**config.mk**
```make
export PLATFORM = sky130hd
export DESIGN_NAME = humidity_temp_frame_decoder_flat
export DESIGN_NICKNAME = d
export VERILOG_FILES = /design/src/hdl/htfd_pkg.sv /design/src/hdl/htfd_if.sv /design/src/hdl/humidity_temp_frame_decoder.sv /design/src/flat_wrapper.sv
export SDC_FILE = /design/constraint.sdc
export NUM_CORES = 1
export LEC_CHECK = 0
export BUFFER_PORTS_ARGS = -buffer_cell sky130_fd_sc_hd__buf_2
export CORE_MARGIN = 1.5
export CORE_UTILIZATION = 45
export CTS_BUF_LIST = sky130_fd_sc_hd__clkbuf_4 sky130_fd_sc_hd__clkbuf_8 sky130_fd_sc_hd__clkbuf_16
export DETAILED_ROUTE_END_ITERATION = 8
export PLACE_DENSITY_LB_ADDON = 0.08
export SETUP_SLACK_MARGIN = 0.15
export SKIP_LAST_GASP = 1
export SLEW_MARGIN = 30
export SYNTH_ARGS = -nofsm -noshare
export SYNTH_HDL_FRONTEND = slang
export SYNTH_SLANG_ARGS = --single-unit
```
**constraint.sdc**
```tcl
create_clock -name clk -period 7.21 [get_ports clk]
set_input_delay 0.721 -clock clk [delete_from_list [all_inputs] [get_ports clk]]
set_output_delay 0.721 -clock clk [all_outputs]
set_load 0.01 [all_outputs]
```
**src/hdl/htfd_pkg.sv**
```systemverilog
// ----------------------------------------------------------------------------
// htfd_pkg
// Shared widths, byte positions, checksum and scaling helpers for the
// humidity/temperature reply frame decoder.
// ----------------------------------------------------------------------------
`default_nettype none

package htfd_pkg;

  localparam int BYTE_W     = 8;
  localparam int WORD_W     = 16;
  localparam int TEMP_W     = 15;
  localparam int HUMID_W    = 14;
  localparam int TPROD_W    = WORD_W + TEMP_W;
  localparam int HPROD_W    = WORD_W + HUMID_W;
  localparam int DIV_W      = 32;

  // byte position inside a six-byte reply
  typedef logic [2:0] pos_t;
  localparam pos_t POS_TEMP_HI  = 3'd0;
  localparam pos_t POS_TEMP_LO  = 3'd1;
  localparam pos_t POS_TEMP_CRC = 3'd2;
  localparam pos_t POS_HUM_HI   = 3'd3;
  localparam pos_t POS_HUM_LO   = 3'd4;
  localparam pos_t POS_HUM_CRC  = 3'd5;

  localparam logic [BYTE_W-1:0] CRC_INIT = 8'hFF;
  localparam logic [BYTE_W-1:0] CRC_POLY = 8'h31;

  localparam logic [TEMP_W-1:0]  TEMP_SCALE  = 15'd17500;
  localparam logic [HUMID_W-1:0] HUMID_SCALE = 14'd10000;
  localparam logic [TEMP_W-1:0]  TEMP_OFFSET = 15'd4500;

  localparam logic signed [TEMP_W-1:0] TEMP_MIN  = -15'sd4500;
  localparam logic signed [TEMP_W-1:0] TEMP_MAX  = 15'sd13000;
  localparam logic [HUMID_W-1:0]       HUMID_MAX = 14'd10000;

  // crc-8, msb first, one byte
  function automatic logic [BYTE_W-1:0] crc8_byte(input logic [BYTE_W-1:0] crc,
                                                  input logic [BYTE_W-1:0] b);
    logic [BYTE_W-1:0] c;
    c = crc ^ b;
    for (int k = 0; k < BYTE_W; k++) begin
      c = c[BYTE_W-1] ? ((c << 1) ^ CRC_POLY) : (c << 1);
    end
    return c;
  endfunction

  // floor(x / 65535) for x below 65535 * 65536
  function automatic logic [WORD_W-1:0] div65535(input logic [DIV_W-1:0] x);
    logic [DIV_W-1:0] s;
    s = x + {{WORD_W{1'b0}}, x[DIV_W-1:WORD_W]} + DIV_W'(1);
    return s[DIV_W-1:WORD_W];
  endfunction

endpackage

`default_nettype wire

```
**src/hdl/htfd_if.sv**
```systemverilog
// ----------------------------------------------------------------------------
// htfd_if
// Valid/ready channels of the frame decoder: received bytes in, decoded
// readings out.
// ----------------------------------------------------------------------------
`default_nettype none

interface htfd_in_if;
  logic                          valid;
  logic                          ready;
  logic [htfd_pkg::BYTE_W-1:0]   rx_byte;
  logic                          frame_start;

  modport source (output valid, rx_byte, frame_start, input ready);
  modport sink   (input valid, rx_byte, frame_start, output ready);
endinterface

interface htfd_out_if;
  logic                                valid;
  logic                                ready;
  logic                                status;
  logic signed [htfd_pkg::TEMP_W-1:0]  temp_centideg;
  logic [htfd_pkg::HUMID_W-1:0]        humid_centipct;

  modport source (output valid, status, temp_centideg, humid_centipct, input ready);
  modport sink   (input valid, status, temp_centideg, humid_centipct, output ready);
endinterface

`default_nettype wire

```
**src/hdl/humidity_temp_frame_decoder.sv**
```systemverilog
// ----------------------------------------------------------------------------
// humidity_temp_frame_decoder
// Checks and converts the six-byte reply of a humidity/temperature sensor.
// ----------------------------------------------------------------------------
// Takes one reply byte per cycle unless input is held off. Bytes run
// temperature high, low, crc, humidity high, low, crc; frame_start forces
// the byte to position zero and after the sixth byte the position wraps on
// its own. The sixth byte yields one result once it has passed a word
// register, a product register (one constant multiply per reading) and the
// output register. The output fields are the cached readings: they change
// only when both checksums match, and status is 1 otherwise. Input is held
// off only when all three result registers are full and the output is not
// being taken.
`default_nettype none

module humidity_temp_frame_decoder (
  input  logic              clk,
  input  logic              rst_n,
  htfd_in_if.sink           in_ch,
  htfd_out_if.source        out_ch
);

  // frame tracking
  htfd_pkg::pos_t                   pos_r, pos_nxt, pos_cur;
  logic [htfd_pkg::BYTE_W-1:0]      crc_r, crc_nxt;
  logic [htfd_pkg::WORD_W-1:0]      temp_word_r, temp_word_nxt;
  logic [htfd_pkg::BYTE_W-1:0]      humid_hi_r, humid_hi_nxt;
  logic                             temp_ok_r, temp_ok_nxt;
  logic                             in_xfer, in_final;

  // result pipeline
  logic                             job_v_r, job_ok_r;
  logic [htfd_pkg::WORD_W-1:0]      job_temp_r, job_humid_r;
  logic                             prod_v_r, prod_ok_r;
  logic [htfd_pkg::TPROD_W-1:0]     prod_temp_r;
  logic [htfd_pkg::HPROD_W-1:0]     prod_humid_r;
  logic                             out_valid_r, status_r;
  logic signed [htfd_pkg::TEMP_W-1:0] cached_temp_r;
  logic [htfd_pkg::HUMID_W-1:0]     cached_humid_r;

  logic                             out_free, prod_free, job_free;
  logic                             prod_adv, job_adv;
  logic [htfd_pkg::WORD_W-1:0]      temp_q, humid_q;

  assign out_free  = !out_valid_r || out_ch.ready;
  assign prod_free = !prod_v_r || out_free;
  assign job_free  = !job_v_r || prod_free;
  assign prod_adv  = prod_v_r && out_free;
  assign job_adv   = job_v_r && prod_free;

  assign in_ch.ready = job_free;
  assign in_xfer     = in_ch.valid && in_ch.ready;

  always_comb begin
    if (in_ch.frame_start || (pos_r > htfd_pkg::POS_HUM_CRC)) begin
      pos_cur = htfd_pkg::POS_TEMP_HI;
    end else begin
      pos_cur = pos_r;
    end
  end

  assign in_final = (pos_cur == htfd_pkg::POS_HUM_CRC);

  always_comb begin
    crc_nxt       = crc_r;
    temp_word_nxt = temp_word_r;
    humid_hi_nxt  = humid_hi_r;
    temp_ok_nxt   = temp_ok_r;
    pos_nxt       = pos_cur + htfd_pkg::pos_t'(1);
    unique case (pos_cur)
      htfd_pkg::POS_TEMP_HI: begin
        crc_nxt       = htfd_pkg::crc8_byte(htfd_pkg::CRC_INIT, in_ch.rx_byte);
        temp_word_nxt = {in_ch.rx_byte, temp_word_r[htfd_pkg::BYTE_W-1:0]};
      end
      htfd_pkg::POS_TEMP_LO: begin
        crc_nxt       = htfd_pkg::crc8_byte(crc_r, in_ch.rx_byte);
        temp_word_nxt = {temp_word_r[htfd_pkg::WORD_W-1:htfd_pkg::BYTE_W], in_ch.rx_byte};
      end
      htfd_pkg::POS_TEMP_CRC: begin
        temp_ok_nxt = (crc_r == in_ch.rx_byte);
        crc_nxt     = htfd_pkg::CRC_INIT;
      end
      htfd_pkg::POS_HUM_HI: begin
        crc_nxt      = htfd_pkg::crc8_byte(htfd_pkg::CRC_INIT, in_ch.rx_byte);
        humid_hi_nxt = in_ch.rx_byte;
      end
      htfd_pkg::POS_HUM_LO: begin
        crc_nxt = htfd_pkg::crc8_byte(crc_r, in_ch.rx_byte);
      end
      htfd_pkg::POS_HUM_CRC: begin
        crc_nxt = htfd_pkg::CRC_INIT;
        pos_nxt = htfd_pkg::POS_TEMP_HI;
      end
      default: begin
        pos_nxt = htfd_pkg::POS_TEMP_HI;
      end
    endcase
  end

  // humidity low byte is only needed at the final byte, when it sits in the job
  always_ff @(posedge clk) begin
    if (!rst_n) begin
      pos_r     <= htfd_pkg::POS_TEMP_HI;
      crc_r     <= htfd_pkg::CRC_INIT;
      temp_ok_r <= 1'b0;
    end else if (in_xfer) begin
      pos_r     <= pos_nxt;
      crc_r     <= crc_nxt;
      temp_ok_r <= temp_ok_nxt;
    end
  end

  always_ff @(posedge clk) begin
    if (in_xfer) begin
      temp_word_r <= temp_word_nxt;
      humid_hi_r  <= humid_hi_nxt;
    end
  end

  logic [htfd_pkg::BYTE_W-1:0] humid_lo_r;
  always_ff @(posedge clk) begin
    if (in_xfer && (pos_cur == htfd_pkg::POS_HUM_LO)) begin
      humid_lo_r <= in_ch.rx_byte;
    end
  end

  // word register
  always_ff @(posedge clk) begin
    if (!rst_n) begin
      job_v_r <= 1'b0;
    end else if (job_free) begin
      job_v_r <= in_xfer && in_final;
    end
  end

  always_ff @(posedge clk) begin
    if (job_free && in_xfer && in_final) begin
      job_ok_r    <= temp_ok_r && (crc_r == in_ch.rx_byte);
      job_temp_r  <= temp_word_r;
      job_humid_r <= {humid_hi_r, humid_lo_r};
    end
  end

  // product register
  always_ff @(posedge clk) begin
    if (!rst_n) begin
      prod_v_r <= 1'b0;
    end else if (prod_free) begin
      prod_v_r <= job_v_r;
    end
  end

  always_ff @(posedge clk) begin
    if (job_adv) begin
      prod_ok_r    <= job_ok_r;
      prod_temp_r  <= htfd_pkg::TPROD_W'(job_temp_r) * htfd_pkg::TPROD_W'(htfd_pkg::TEMP_SCALE);
      prod_humid_r <= htfd_pkg::HPROD_W'(job_humid_r) * htfd_pkg::HPROD_W'(htfd_pkg::HUMID_SCALE);
    end
  end

  // divide by full scale, then offset
  assign temp_q  = htfd_pkg::div65535(htfd_pkg::DIV_W'(prod_temp_r));
  assign humid_q = htfd_pkg::div65535(htfd_pkg::DIV_W'(prod_humid_r));

  // output register; the cache doubles as the result payload
  always_ff @(posedge clk) begin
    if (!rst_n) begin
      out_valid_r    <= 1'b0;
      status_r       <= 1'b0;
      cached_temp_r  <= '0;
      cached_humid_r <= '0;
    end else begin
      if (out_free) begin
        out_valid_r <= prod_v_r;
      end
      if (prod_adv) begin
        status_r <= !prod_ok_r;
        if (prod_ok_r) begin
          cached_temp_r  <= htfd_pkg::TEMP_W'(temp_q) - htfd_pkg::TEMP_OFFSET;
          cached_humid_r <= htfd_pkg::HUMID_W'(humid_q);
        end
      end
    end
  end

  assign out_ch.valid          = out_valid_r;
  assign out_ch.status         = status_r;
  assign out_ch.temp_centideg  = cached_temp_r;
  assign out_ch.humid_centipct = cached_humid_r;

`ifndef SYNTHESIS
  a_final_makes_job: assert property (@(posedge clk) disable iff (!rst_n)
    (in_xfer && in_final) |=> job_v_r)
    else $error("final byte did not enter the word register");

  a_cache_only_on_load: assert property (@(posedge clk) disable iff (!rst_n)
    !prod_adv |=> ($stable(cached_temp_r) && $stable(cached_humid_r)))
    else $error("cached readings changed without a result load");

  a_prod_holds: assert property (@(posedge clk) disable iff (!rst_n)
    (prod_v_r && !out_free) |=> (prod_v_r && $stable(prod_temp_r) && $stable(prod_humid_r)))
    else $error("product register lost data while stalled");

  a_pos_range: assert property (@(posedge clk) disable iff (!rst_n)
    pos_r <= htfd_pkg::POS_HUM_CRC)
    else $error("byte position out of range");

  a_reading_range: assert property (@(posedge clk) disable iff (!rst_n)
    (out_valid_r && !status_r) |->
      (cached_temp_r >= htfd_pkg::TEMP_MIN && cached_temp_r <= htfd_pkg::TEMP_MAX &&
       cached_humid_r <= htfd_pkg::HUMID_MAX))
    else $error("converted reading out of range");
`endif

endmodule

`default_nettype wire
```
**src/flat_wrapper.sv**
```systemverilog
// flat-port wrapper written by rule: the top's interface ports become plain ports
module humidity_temp_frame_decoder_flat 
  (clk, rst_n, in_ch_valid, in_ch_rx_byte, in_ch_frame_start, in_ch_ready, out_ch_valid, out_ch_status, out_ch_temp_centideg, out_ch_humid_centipct, out_ch_ready);
  htfd_in_if in_ch_i ();
  htfd_out_if out_ch_i ();
  input  logic clk;
  input  logic rst_n;
  input wire logic [$bits(in_ch_i.valid)-1:0] in_ch_valid;
  input wire logic [$bits(in_ch_i.rx_byte)-1:0] in_ch_rx_byte;
  input wire logic [$bits(in_ch_i.frame_start)-1:0] in_ch_frame_start;
  output wire logic [$bits(in_ch_i.ready)-1:0] in_ch_ready;
  output wire logic [$bits(out_ch_i.valid)-1:0] out_ch_valid;
  output wire logic [$bits(out_ch_i.status)-1:0] out_ch_status;
  output wire logic [$bits(out_ch_i.temp_centideg)-1:0] out_ch_temp_centideg;
  output wire logic [$bits(out_ch_i.humid_centipct)-1:0] out_ch_humid_centipct;
  input wire logic [$bits(out_ch_i.ready)-1:0] out_ch_ready;
  assign in_ch_i.valid = in_ch_valid;
  assign in_ch_i.rx_byte = in_ch_rx_byte;
  assign in_ch_i.frame_start = in_ch_frame_start;
  assign in_ch_ready = in_ch_i.ready;
  assign out_ch_valid = out_ch_i.valid;
  assign out_ch_status = out_ch_i.status;
  assign out_ch_temp_centideg = out_ch_i.temp_centideg;
  assign out_ch_humid_centipct = out_ch_i.humid_centipct;
  assign out_ch_i.ready = out_ch_ready;
  humidity_temp_frame_decoder u_core (.clk(clk), .rst_n(rst_n), .in_ch(in_ch_i), .out_ch(out_ch_i));
endmodule
```
== Yosys cells after proc, flatten, opt, wreduce, memory -nomap -nowiden ==
Index checks and enable logic that the tools add are counted.

* Register bits after elaboration: 166
* Input port bits: 13
* Output and inout port bits: 32

* $add $sub $neg: 6
* $mul: 2
* Order comparisons: 1
* Eq/ne operators: 6
* Muxes and demuxes: 20
* Bitwise gates (word level): 20
* Reduce and logical (&&, ||, !) cells: 28

{| class="wikitable"
|+ Operators with widths
! cell !! number
|-
| $mux W6 || 16
|-
| $not A3 Y3 || 16
|-
| $pmux W16 S2 || 1
|-
| $add A31 B1 Y31 const B || 1
|-
| $add A31 B15 Y31 || 1
|-
| $add A30 B1 Y30 const B || 1
|-
| $add A30 B14 Y30 || 1
|-
| $mul A16 B13 Y29 const B || 1
|-
| $mul A16 B10 Y26 const B || 1
|-
| $pmux W8 S3 || 1
|-
| $sub A15 B13 Y15 const B || 1
|-
| $eq A8 B8 Y1 || 1
|-
| $logic_and A1 B1 Y1 || 8
|-
| $not A8 Y8 || 1
|-
| $reduce_and A2 Y1 || 4
|-
| $xor A8 B8 Y8 || 1
|-
| $eq A3 B2 Y1 const B || 2
|-
| $eq A3 B3 Y1 const B || 2
|-
| $mux W3 || 2
|-
| $reduce_and A3 Y1 || 2
|-
| $reduce_or A2 Y1 || 3
|-
| $reduce_or A5 Y1 || 1
|-
| $logic_not A1 Y1 || 4
|-
| $logic_or A1 B1 Y1 || 4
|-
| 6 further kinds || 7
|}

== Depth between registers and ports, before layout ==
Gate-level depths: netlist (run 1).

* Word-level depth: 18
* Depth in mapped cells: 20
* Depth with buffers taken out: 20

== Worst setup path after synthesis (run 1) ==
OpenSTA, ideal clock, no wires.

* Kind: in2reg
* Start point: input out_ch_ready
* End point: register u_core.prod_humid_r[10] (netlist name), enable pin
* Library setup time: 0.556 ns
* Data arrival time: 4.883 ns
* Required time: 6.654 ns
* Setup slack: 1.771 ns
* Stages: 2
* Cell sequence: nor2b_1 a21boi_0

* Word-level cells in the longest chain between the ends: 3

{| class="wikitable"
|+ Ends and longest elaborated chain
! element !! RTL line !! text
|-
| from (decl) || flat_wrapper.sv:16 || <nowiki>input wire logic [$bits(out_ch_i.ready)-1:0] out_ch_ready;</nowiki>
|-
| $logic_or A1 B1 Y1 || humidity_temp_frame_decoder.sv:45 || <nowiki>assign out_free = !out_valid_r || out_ch.ready;</nowiki>
|-
| $logic_or A1 B1 Y1 || humidity_temp_frame_decoder.sv:46 || <nowiki>assign prod_free = !prod_v_r || out_free;</nowiki>
|-
| $logic_and A1 B1 Y1 || humidity_temp_frame_decoder.sv:49 || <nowiki>assign job_adv = job_v_r && prod_free;</nowiki>
|-
| via u_core.job_adv || humidity_temp_frame_decoder.sv:42 || <nowiki>logic prod_adv, job_adv;</nowiki>
|-
| to (signal assigned) || humidity_temp_frame_decoder.sv:157 || <nowiki>prod_humid_r <= htfd_pkg::HPROD_W'(job_humid_r) * htfd_pkg::HPROD_W'(htfd_pkg::HUMID_SCALE);</nowiki>
|-
| to (decl) || humidity_temp_frame_decoder.sv:36 || <nowiki>logic [htfd_pkg::HPROD_W-1:0] prod_humid_r;</nowiki>
|}

The timed path passes the listed nets, and every way through them passes these cells.
A chain may end at the register's enable or synchronous reset.

== Worst setup path after layout (run 1) ==
* Start point: register u_core.job_temp_r[11] (netlist name)
* End point: register u_core.prod_temp_r[24] (netlist name) (data pin)

* Word-level cells in the longest chain between the ends: 1

{| class="wikitable"
|+ Ends and longest elaborated chain
! element !! RTL line !! text
|-
| from (decl) || humidity_temp_frame_decoder.sv:33 || <nowiki>logic [htfd_pkg::WORD_W-1:0] job_temp_r, job_humid_r;</nowiki>
|-
| from (signal assigned) || humidity_temp_frame_decoder.sv:139 || <nowiki>job_temp_r <= temp_word_r;</nowiki>
|-
| $mul A16 B13 Y29 || humidity_temp_frame_decoder.sv:156 || <nowiki>prod_temp_r <= htfd_pkg::TPROD_W'(job_temp_r) * htfd_pkg::TPROD_W'(htfd_pkg::TEMP_SCALE);</nowiki>
|-
| to (signal assigned) || humidity_temp_frame_decoder.sv:156 ||
|-
| to (decl) || humidity_temp_frame_decoder.sv:35 || <nowiki>logic [htfd_pkg::TPROD_W-1:0] prod_temp_r;</nowiki>
|}

No other way between the ends.

==> flow_summary.ini, run 1 <==
[status]
outcome = finished clean

[global_routing]
grt_pass1_vias = 8515
grt_pass1_wl_mm = 44.0
gr-total-overflow = 0
grt_max_degree = 51
grt_antenna_before_repair = 0
track_usage_pct = 18.4

[worst_setup_path]
startpoint_type = register
critPathRequiredTime_ps = 7380
worstSetupPathType = reg2reg
arrival_ps = 5210
cp-end-kind = register
crit_fanout = 6

[cts]
cts_buffer_depth = 2
insertion_delay_ps = 430
cts_tree = done
clk_pin_slew_ps = 70
hold_buffers = 0
cts-root-buf = clkbuf_16
postCtsSetupBuffers = 0
cts_buffers = 17
cts.repair.resized = 0
cts.sinks = 166
cts_max_level = 4

[synthesis]
synth_area_mm2 = 0.0131
synth_edf_count = 121
synth_fp_nets = 1517
synth_area_per_cell_um2 = 10.7
synth-seq-cells = 166
synth_compound_area_share_pct = 12.2
synth-xor-area-share_pct = 6.11
synthArstFlopShare_pct = 0
syn_inst = 1227
ys_warn_count = 0
synth_fa_ha_area_share_pct = 31.2
synth_ff_type = edfxtp_1
synthMuxAreaShare_pct = 0.163
synth_top_family_by_area = adder cells
synth-simple-area-share_pct = 9.10
ys_seq_area_share_pct = 34.7
synth_cell_types = 77

[timing]
finalHoldViolCount = 0
min_period_over_period_pct = 69.9
period_needed_ps = 5040
setup_viol = 0
rsz0062_at_grt = no
max_freq_mhz = 198
worst_slew_pin_slew_ps = 877
slew_viol_final = 0
setup_tns_ps = 0
fin_skew_ps = 18.7
max-slew-margin-rel_pct = 41.4

[placed_design]
place_area_mm2 = 0.0138
place_congestion = 0.879
io_buffers = 44
dp_hpwl_mm = 21.5

[die]
start_util_pct = 45.7
boundaryPins = 45
die_w_um = 174
dieArea_mm2 = 0.0301
die_h_um = 174
fp-row-count = 62
core_area_mm2 = 0.0286

[route]
drc = 0
wl_per_cell_um = 15.9
drt-total-wl_mm = 26.6
drt_first_pass_iters = 7
ant_nets = 0
vias_per_cell = 5.11
first_iter_violations = 489
dr_total_vias = 8559

[power]
combPwrFrac_pct = 5.8
switching_share_pct = 21.9
ir_drop_uv = 112
p_seq_share_pct = 50.0
p_per_area_mw_per_mm2 = 144
power.internal_uw = 1610
p_leak_uw = 0.00648
p_clk_share_pct = 44.2
p_sw_uw = 452

[final_layout]
fin_nets = 1569
layout_commonest_cell = inv_1
n_antenna_cell = 0
drive_gt1_share_pct = 9.13
area_growth_pct = 9.85
final_cell_mix = 212 x inv_1, 197 x ha_1, 121 x edfxtp_1
final_area_mm2 = 0.0144

[hold_path]
hold_path.class = reg2reg

[job]
cap_violations = 0
[flip-flops by register name, summed over array words and instances (netlist names), 3 cells and up]
name and cells:
u_core.prod_humid_r 26, u_core.out_ch.temp_centideg 15, u_core.humid_hi_r 8, u_core.out_ch.humid_centipct 14, u_core.prod_temp_r 29, u_core.pos_r 3
u_core.humid_lo_r 8, u_core.crc_r 8, u_core.job_humid_r 16, u_core.job_temp_r 16, u_core.temp_word_r 16
[synth_stat cells (3+ instances only)]
cell type / instances / area (um2)
a211oi_1: 17 / 128
a211oi_2: 3 / 37.5
a21o_1: 18 / 135
a21oi_1: 64 / 320
a311oi_1: 5 / 43.8
a31oi_1: 7 / 43.8
and2_1: 14 / 87.6
and3_1: 18 / 113
clkbuf_1: 13 / 48.8
dfxtp_1: 45 / 901
edfxtp_1: 121 / 3630
fa_1: 80 / 1600
ha_1: 197 / 2460
inv_1: 212 / 796
nand2_1: 62 / 233
nand2b_1: 4 / 25.0
nand3_1: 27 / 135
nand4_1: 11 / 68.8
nor2_1: 49 / 184
nor2b_1: 9 / 56.3
nor3_1: 21 / 105
o2111ai_1: 4 / 35.0
o211ai_1: 11 / 82.6
o21a_1: 9 / 67.6
o21ai_0: 37 / 185
o21bai_1: 8 / 60.1
o22ai_1: 6 / 37.5
o31ai_1: 4 / 30.0
or2_2: 5 / 31.3
or3_1: 6 / 37.5
xnor2_1: 50 / 438
xor2_1: 31 / 272
[final timing paths]
path / startpoint / slack (ps) / cells past startpoint / end
setup / recovery: u_core.job_temp_r[11] / 2170 / 18 / u_core.prod_temp_r[24]
hold / removal: u_core.temp_word_r[4] / 420 / 0 / u_core.job_temp_r[4]
hold reg to reg: u_core.temp_word_r[4] / 420 / 0 / u_core.job_temp_r[4]
setup reg to reg: u_core.job_temp_r[11] / 2170 / 18 / u_core.prod_temp_r[24]
[per-layer routing]
metal	part of all wire [%]	track usage (%)	wire length, um
met1	52	27.2	13900
met2	44	28.7	11700
met3	2.9	2.26	776
met4	0.97	4.38	257
met5	0	0	0
[cells by family (layout without fill, tap and decap cells)]
kind of cell,after synthesis,count (layout)
AO/OA/AOI/OAI,227,227
adder cells (fa/ha/maj),278,278
buffers and inverters,230,295
multiplexers,2,2
flip-flops,166,166
XOR/XNOR,85,85
AND/OR/NAND/NOR,239,239
[worst max-delay path, cell delays in order (launching register included)]
cell and delay, ps:
edfxtp_1 510, ha_1 350, inv_1 60, fa_1 500, inv_1 50, ha_1 300, fa_1 480, inv_1 50
fa_1 520, inv_1 40, ha_1 360, a21o_1 180, a21oi_1 140, nor2b_1 60, a311oi_1 380, a21oi_1 180
a31oi_2 340, o21ai_0 140, xor2_1 150
[area by class of cell]
type | instances | area (um2)
clock buffer | 20 | 454
timing repair buffer | 50 | 265
sequential | 166 | 4530
multi-input combinational | 831 | 7700
fill | 2648 | 14300
tap | 384 | 480
clock inverter | 12 | 139
inverter | 213 | 800
[power by group through the flow]
stage | Clock [uW] | Sequential, uW | Combinational, uW
6_report | 912 | 1030 | 120
2_1_floorplan | 0 | 1050 | 91.7
5_1_grt | 979 | 1030 | 131
4_1_cts | 936 | 1030 | 121
3_5_place_dp | 0 | 1050 | 120
3_3_place_gp | 0 | 1050 | 120
[through the flow]
step	total power, uW	util [%]	hold WS, ps	std cells	worst slack [ps]
4_1_cts	2090	50.2	418	1676	2140
2_1_floorplan	1140	-	400	1227	1770
6_report	2060	50.2	418	1676	2170
5_1_grt	2140	50.2	423	1676	1780
3_5_place_dp	1170	48.1	405	1644	2140
3_3_place_gp	1170	48.1	402	1644	2230
Note: power is estimated with default switching activity, not from simulation.
==> run 2: changes to the inputs <==
Settings changed: ABC_AREA set to 1.
Clock period 7.21 ns to 4.8 ns, I/O delays scaled along.
==> run 2 against run 1 <==
Effect of this change:
- critical path type unchanged
- cell count increased by 29%
- sequential share of layout area decreased by 3.3 points
- sequential cell count unchanged
- sequential power increased by 52%
- core utilization increased by 0.82 points
- synthesized cell count increased by 36%
- die area increased by 9.6%
==> flow_summary.ini, run 2 <==
[placed_design]
place_congestion = 0.920
dp.cells = 2113
dp_hpwl_mm = 25.8
io_buffers = 44

[route]
ant_nets = 0
drt-total-wl_mm = 31.2
drt_first_pass_iters = 5
drc = 0
first_iter_violations = 525
vias_per_cell = 4.90
dr_total_vias = 10600
wl_per_cell_um = 14.4

[cts]
cts_buffer_depth = 2
cts.sinks = 166
cts_max_level = 4
insertion_delay_ps = 450
clk_pin_slew_ps = 70
cts_tree = done
cts_buffers = 17
cts-root-buf = clkbuf_16
hold_buffers = 0

[worst_setup_path]
r2r_setup_slack_ps = 340
path_cells = inv_1 > fa_1 > inv_1 > ha_1 > fa_1 > ha_1 > inv_1 > fa_1 > inv_1 > ha_1 > a21oi_1 > a21boi_2 > o21ai_2 > a21oi_2 > o21ai_1 > xor2_1
startpoint_type = register
cp-end-kind = register
crit_fanout = 4
worst-r2r-cell-count = 16
arrival_ps = 4640
cp_common_cell = inv_1
reg2reg_to = u_core.prod_humid_r[27]
path_buf_inv = 4
r2r_start = u_core.job_humid_r[10]
crit_family = adder cells
worstSetupPathType = reg2reg
critPathRequiredTime_ps = 4990
cpMaxStageDelayCell = fa_1
cpPeakStageDelay_ps = 490

[global_routing]
grt_antenna_before_repair = 0
gr-total-overflow = 0
track_usage_pct = 20.1
grt_pass1_vias = 10500
grt_max_degree = 57
grt_pass1_wl_mm = 52.4

[synthesis]
synth_ff_type = edfxtp_1
synth_area_per_cell_um2 = 8.63
syn_inst = 1664
yosys.area.top_type = edfxtp_1
ys_seq_area_share_pct = 31.6
synth_cell_types = 54
synthDominantCellAreaShare_pct = 25.3
synthArstFlopShare_pct = 0
synth.top_cells.by_area = edfxtp_1 25%, ha_1 17%, fa_1 11%
synth-seq-cells = 166
ys_warn_count = 0
synth_fp_nets = 1954
synthTopCellsByCount = 354 x inv_1, 317 x nand2_1, 197 x ha_1, 121 x edfxtp_1, 108 x nor2_1
synth_edf_count = 121
synth.most_common_cell = inv_1
synth_area_mm2 = 0.0144

[final_layout]
area_growth_pct = 11.8
fin_nets = 2043
n_antenna_cell = 0
layout_commonest_cell = inv_1
drive_gt1_share_pct = 10.4
final_cell_mix = 344 x inv_1, 315 x nand2_1, 190 x ha_1
reg_top3 = u_core.prod_temp_r x29, u_core.prod_humid_r x26
largest_register = u_core.prod_temp_r
largest_reg_flops = 29
fin_cells = 2168

[hold_path]
hold_path_depth = 1
hold_path.class = in2reg
min_to = u_core.humid_lo_r[0]
hold_path_startpoint = in_ch_rx_byte[0]

[timing]
setup_viol = 0
period_needed_ps = 4460
min_period_over_period_pct = 92.8
setup_tns_ps = 0
worst_slew_pin_slew_ps = 841
finalHoldViolCount = 0
slew_viol_final = 0
max_freq_mhz = 224
rsz0062_at_grt = no
fin_skew_ps = 11.1
max-slew-margin-rel_pct = 43.6

[power]
p_per_area_mw_per_mm2 = 210
ir_drop_uv = 262
p_leak_uw = 0.00802

[status]
outcome = finished clean

[die]
dieArea_mm2 = 0.0330
fp-row-count = 65
boundaryPins = 45
core_area_mm2 = 0.0315
start_util_pct = 45.6
die_h_um = 182
die_w_um = 182

[job]
cap_violations = 0
[run 2: cells by family (layout without fill, tap and decap cells)]
| kind of cell | Yosys count | after routing | share of synthesized area, % |
|---|---|---|---|
| buffers and inverters | 367 | 469 | 9.62 |
| DFF | 166 | 166 | 31.6 |
| AOI/OAI and AO/OA | 192 | 192 | 8.00 |
| adders and majority gates | 277 | 277 | 28.3 |
| xor gates and xnor gates | 81 | 81 | 5.12 |
| and+or+nand+nor | 581 | 581 | 17.4 |
[run 2: how the worst max path moves through the flow]
stage | startpoint | endpoint | slack [ps] | cells after the start
CTS | u_core.job_temp_r[9] | u_core.prod_temp_r[22] | 170 | 19
global route | u_core.job_temp_r[9] | u_core.prod_temp_r[24] | 120 | 18
global placement | u_core.job_humid_r[4] | u_core.prod_humid_r[27] | 160 | 22
floorplan | u_core.job_humid_r[4] | u_core.prod_humid_r[27] | 280 | 22
finish | u_core.job_humid_r[10] | u_core.prod_humid_r[27] | 340 | 16
detailed placement | u_core.job_temp_r[9] | u_core.prod_temp_r[22] | 70 | 19
[run 2: area by class of cell]
class	instances	area [um2]
Fill cell	3054	15400
Inverter	358	1350
Tap cell	402	503
Clock buffer	18	433
Clock inverter	14	168
Multi-Input combinational cell	1131	8590
Sequential cell	166	4530
Timing Repair Buffer	79	483
[run 2: worst reg2reg max path, delay by kind of cell, from the launching register on]
kind                       cells  cell delay [ps]
AOI/OAI and AO/OA              5              900
xor gates and xnor gates       1              170
adders and majority gates      6             2320
buffers and inverters          4              410
DFF                            1              420
[run 2: metrics by stage]
step	worst slack, ps	hold slack [ps]	instance area, um2	util [%]	total power, uW
after floorplan	281	400	14400	-	1900
after global placement	155	401	15100	48.1	1990
after detailed placement	70.6	405	15200	48.1	1990
after CTS	172	294	15800	50.1	3410
after global routing	124	303	16100	51.0	3530
final	345	322	16100	51.0	3370
[run 2: power by group]
group | switching, uW | internal [uW] | leakage, uW
Combinational | 246 | 161 | 0.00625
Clock | 605 | 788 | 0.000295
Sequential | 11.6 | 1560 | 0.00147
[run 2: repair_timing]
action,4_1_cts,5_1_grt
endpoints found under the setup margin,4,19
buffers inserted,0,23
gates resized for setup,4,38
endpoints found under the hold margin,0,0
pin swaps,0,14
[run 2: per-layer routing]
layer / up-vias / part of all wire [%] / wire, um / GRT usage, %
met1: 4846 / 48 / 15100 / 26.7
li1: 5564 / - / - / -
met5: - / 0 / 0 / 0
met2: 174 / 47 / 14500 / 33.5
met3: 44 / 3.1 / 977 / 3.09
met4: 0 / 1.9 / 609 / 6.63
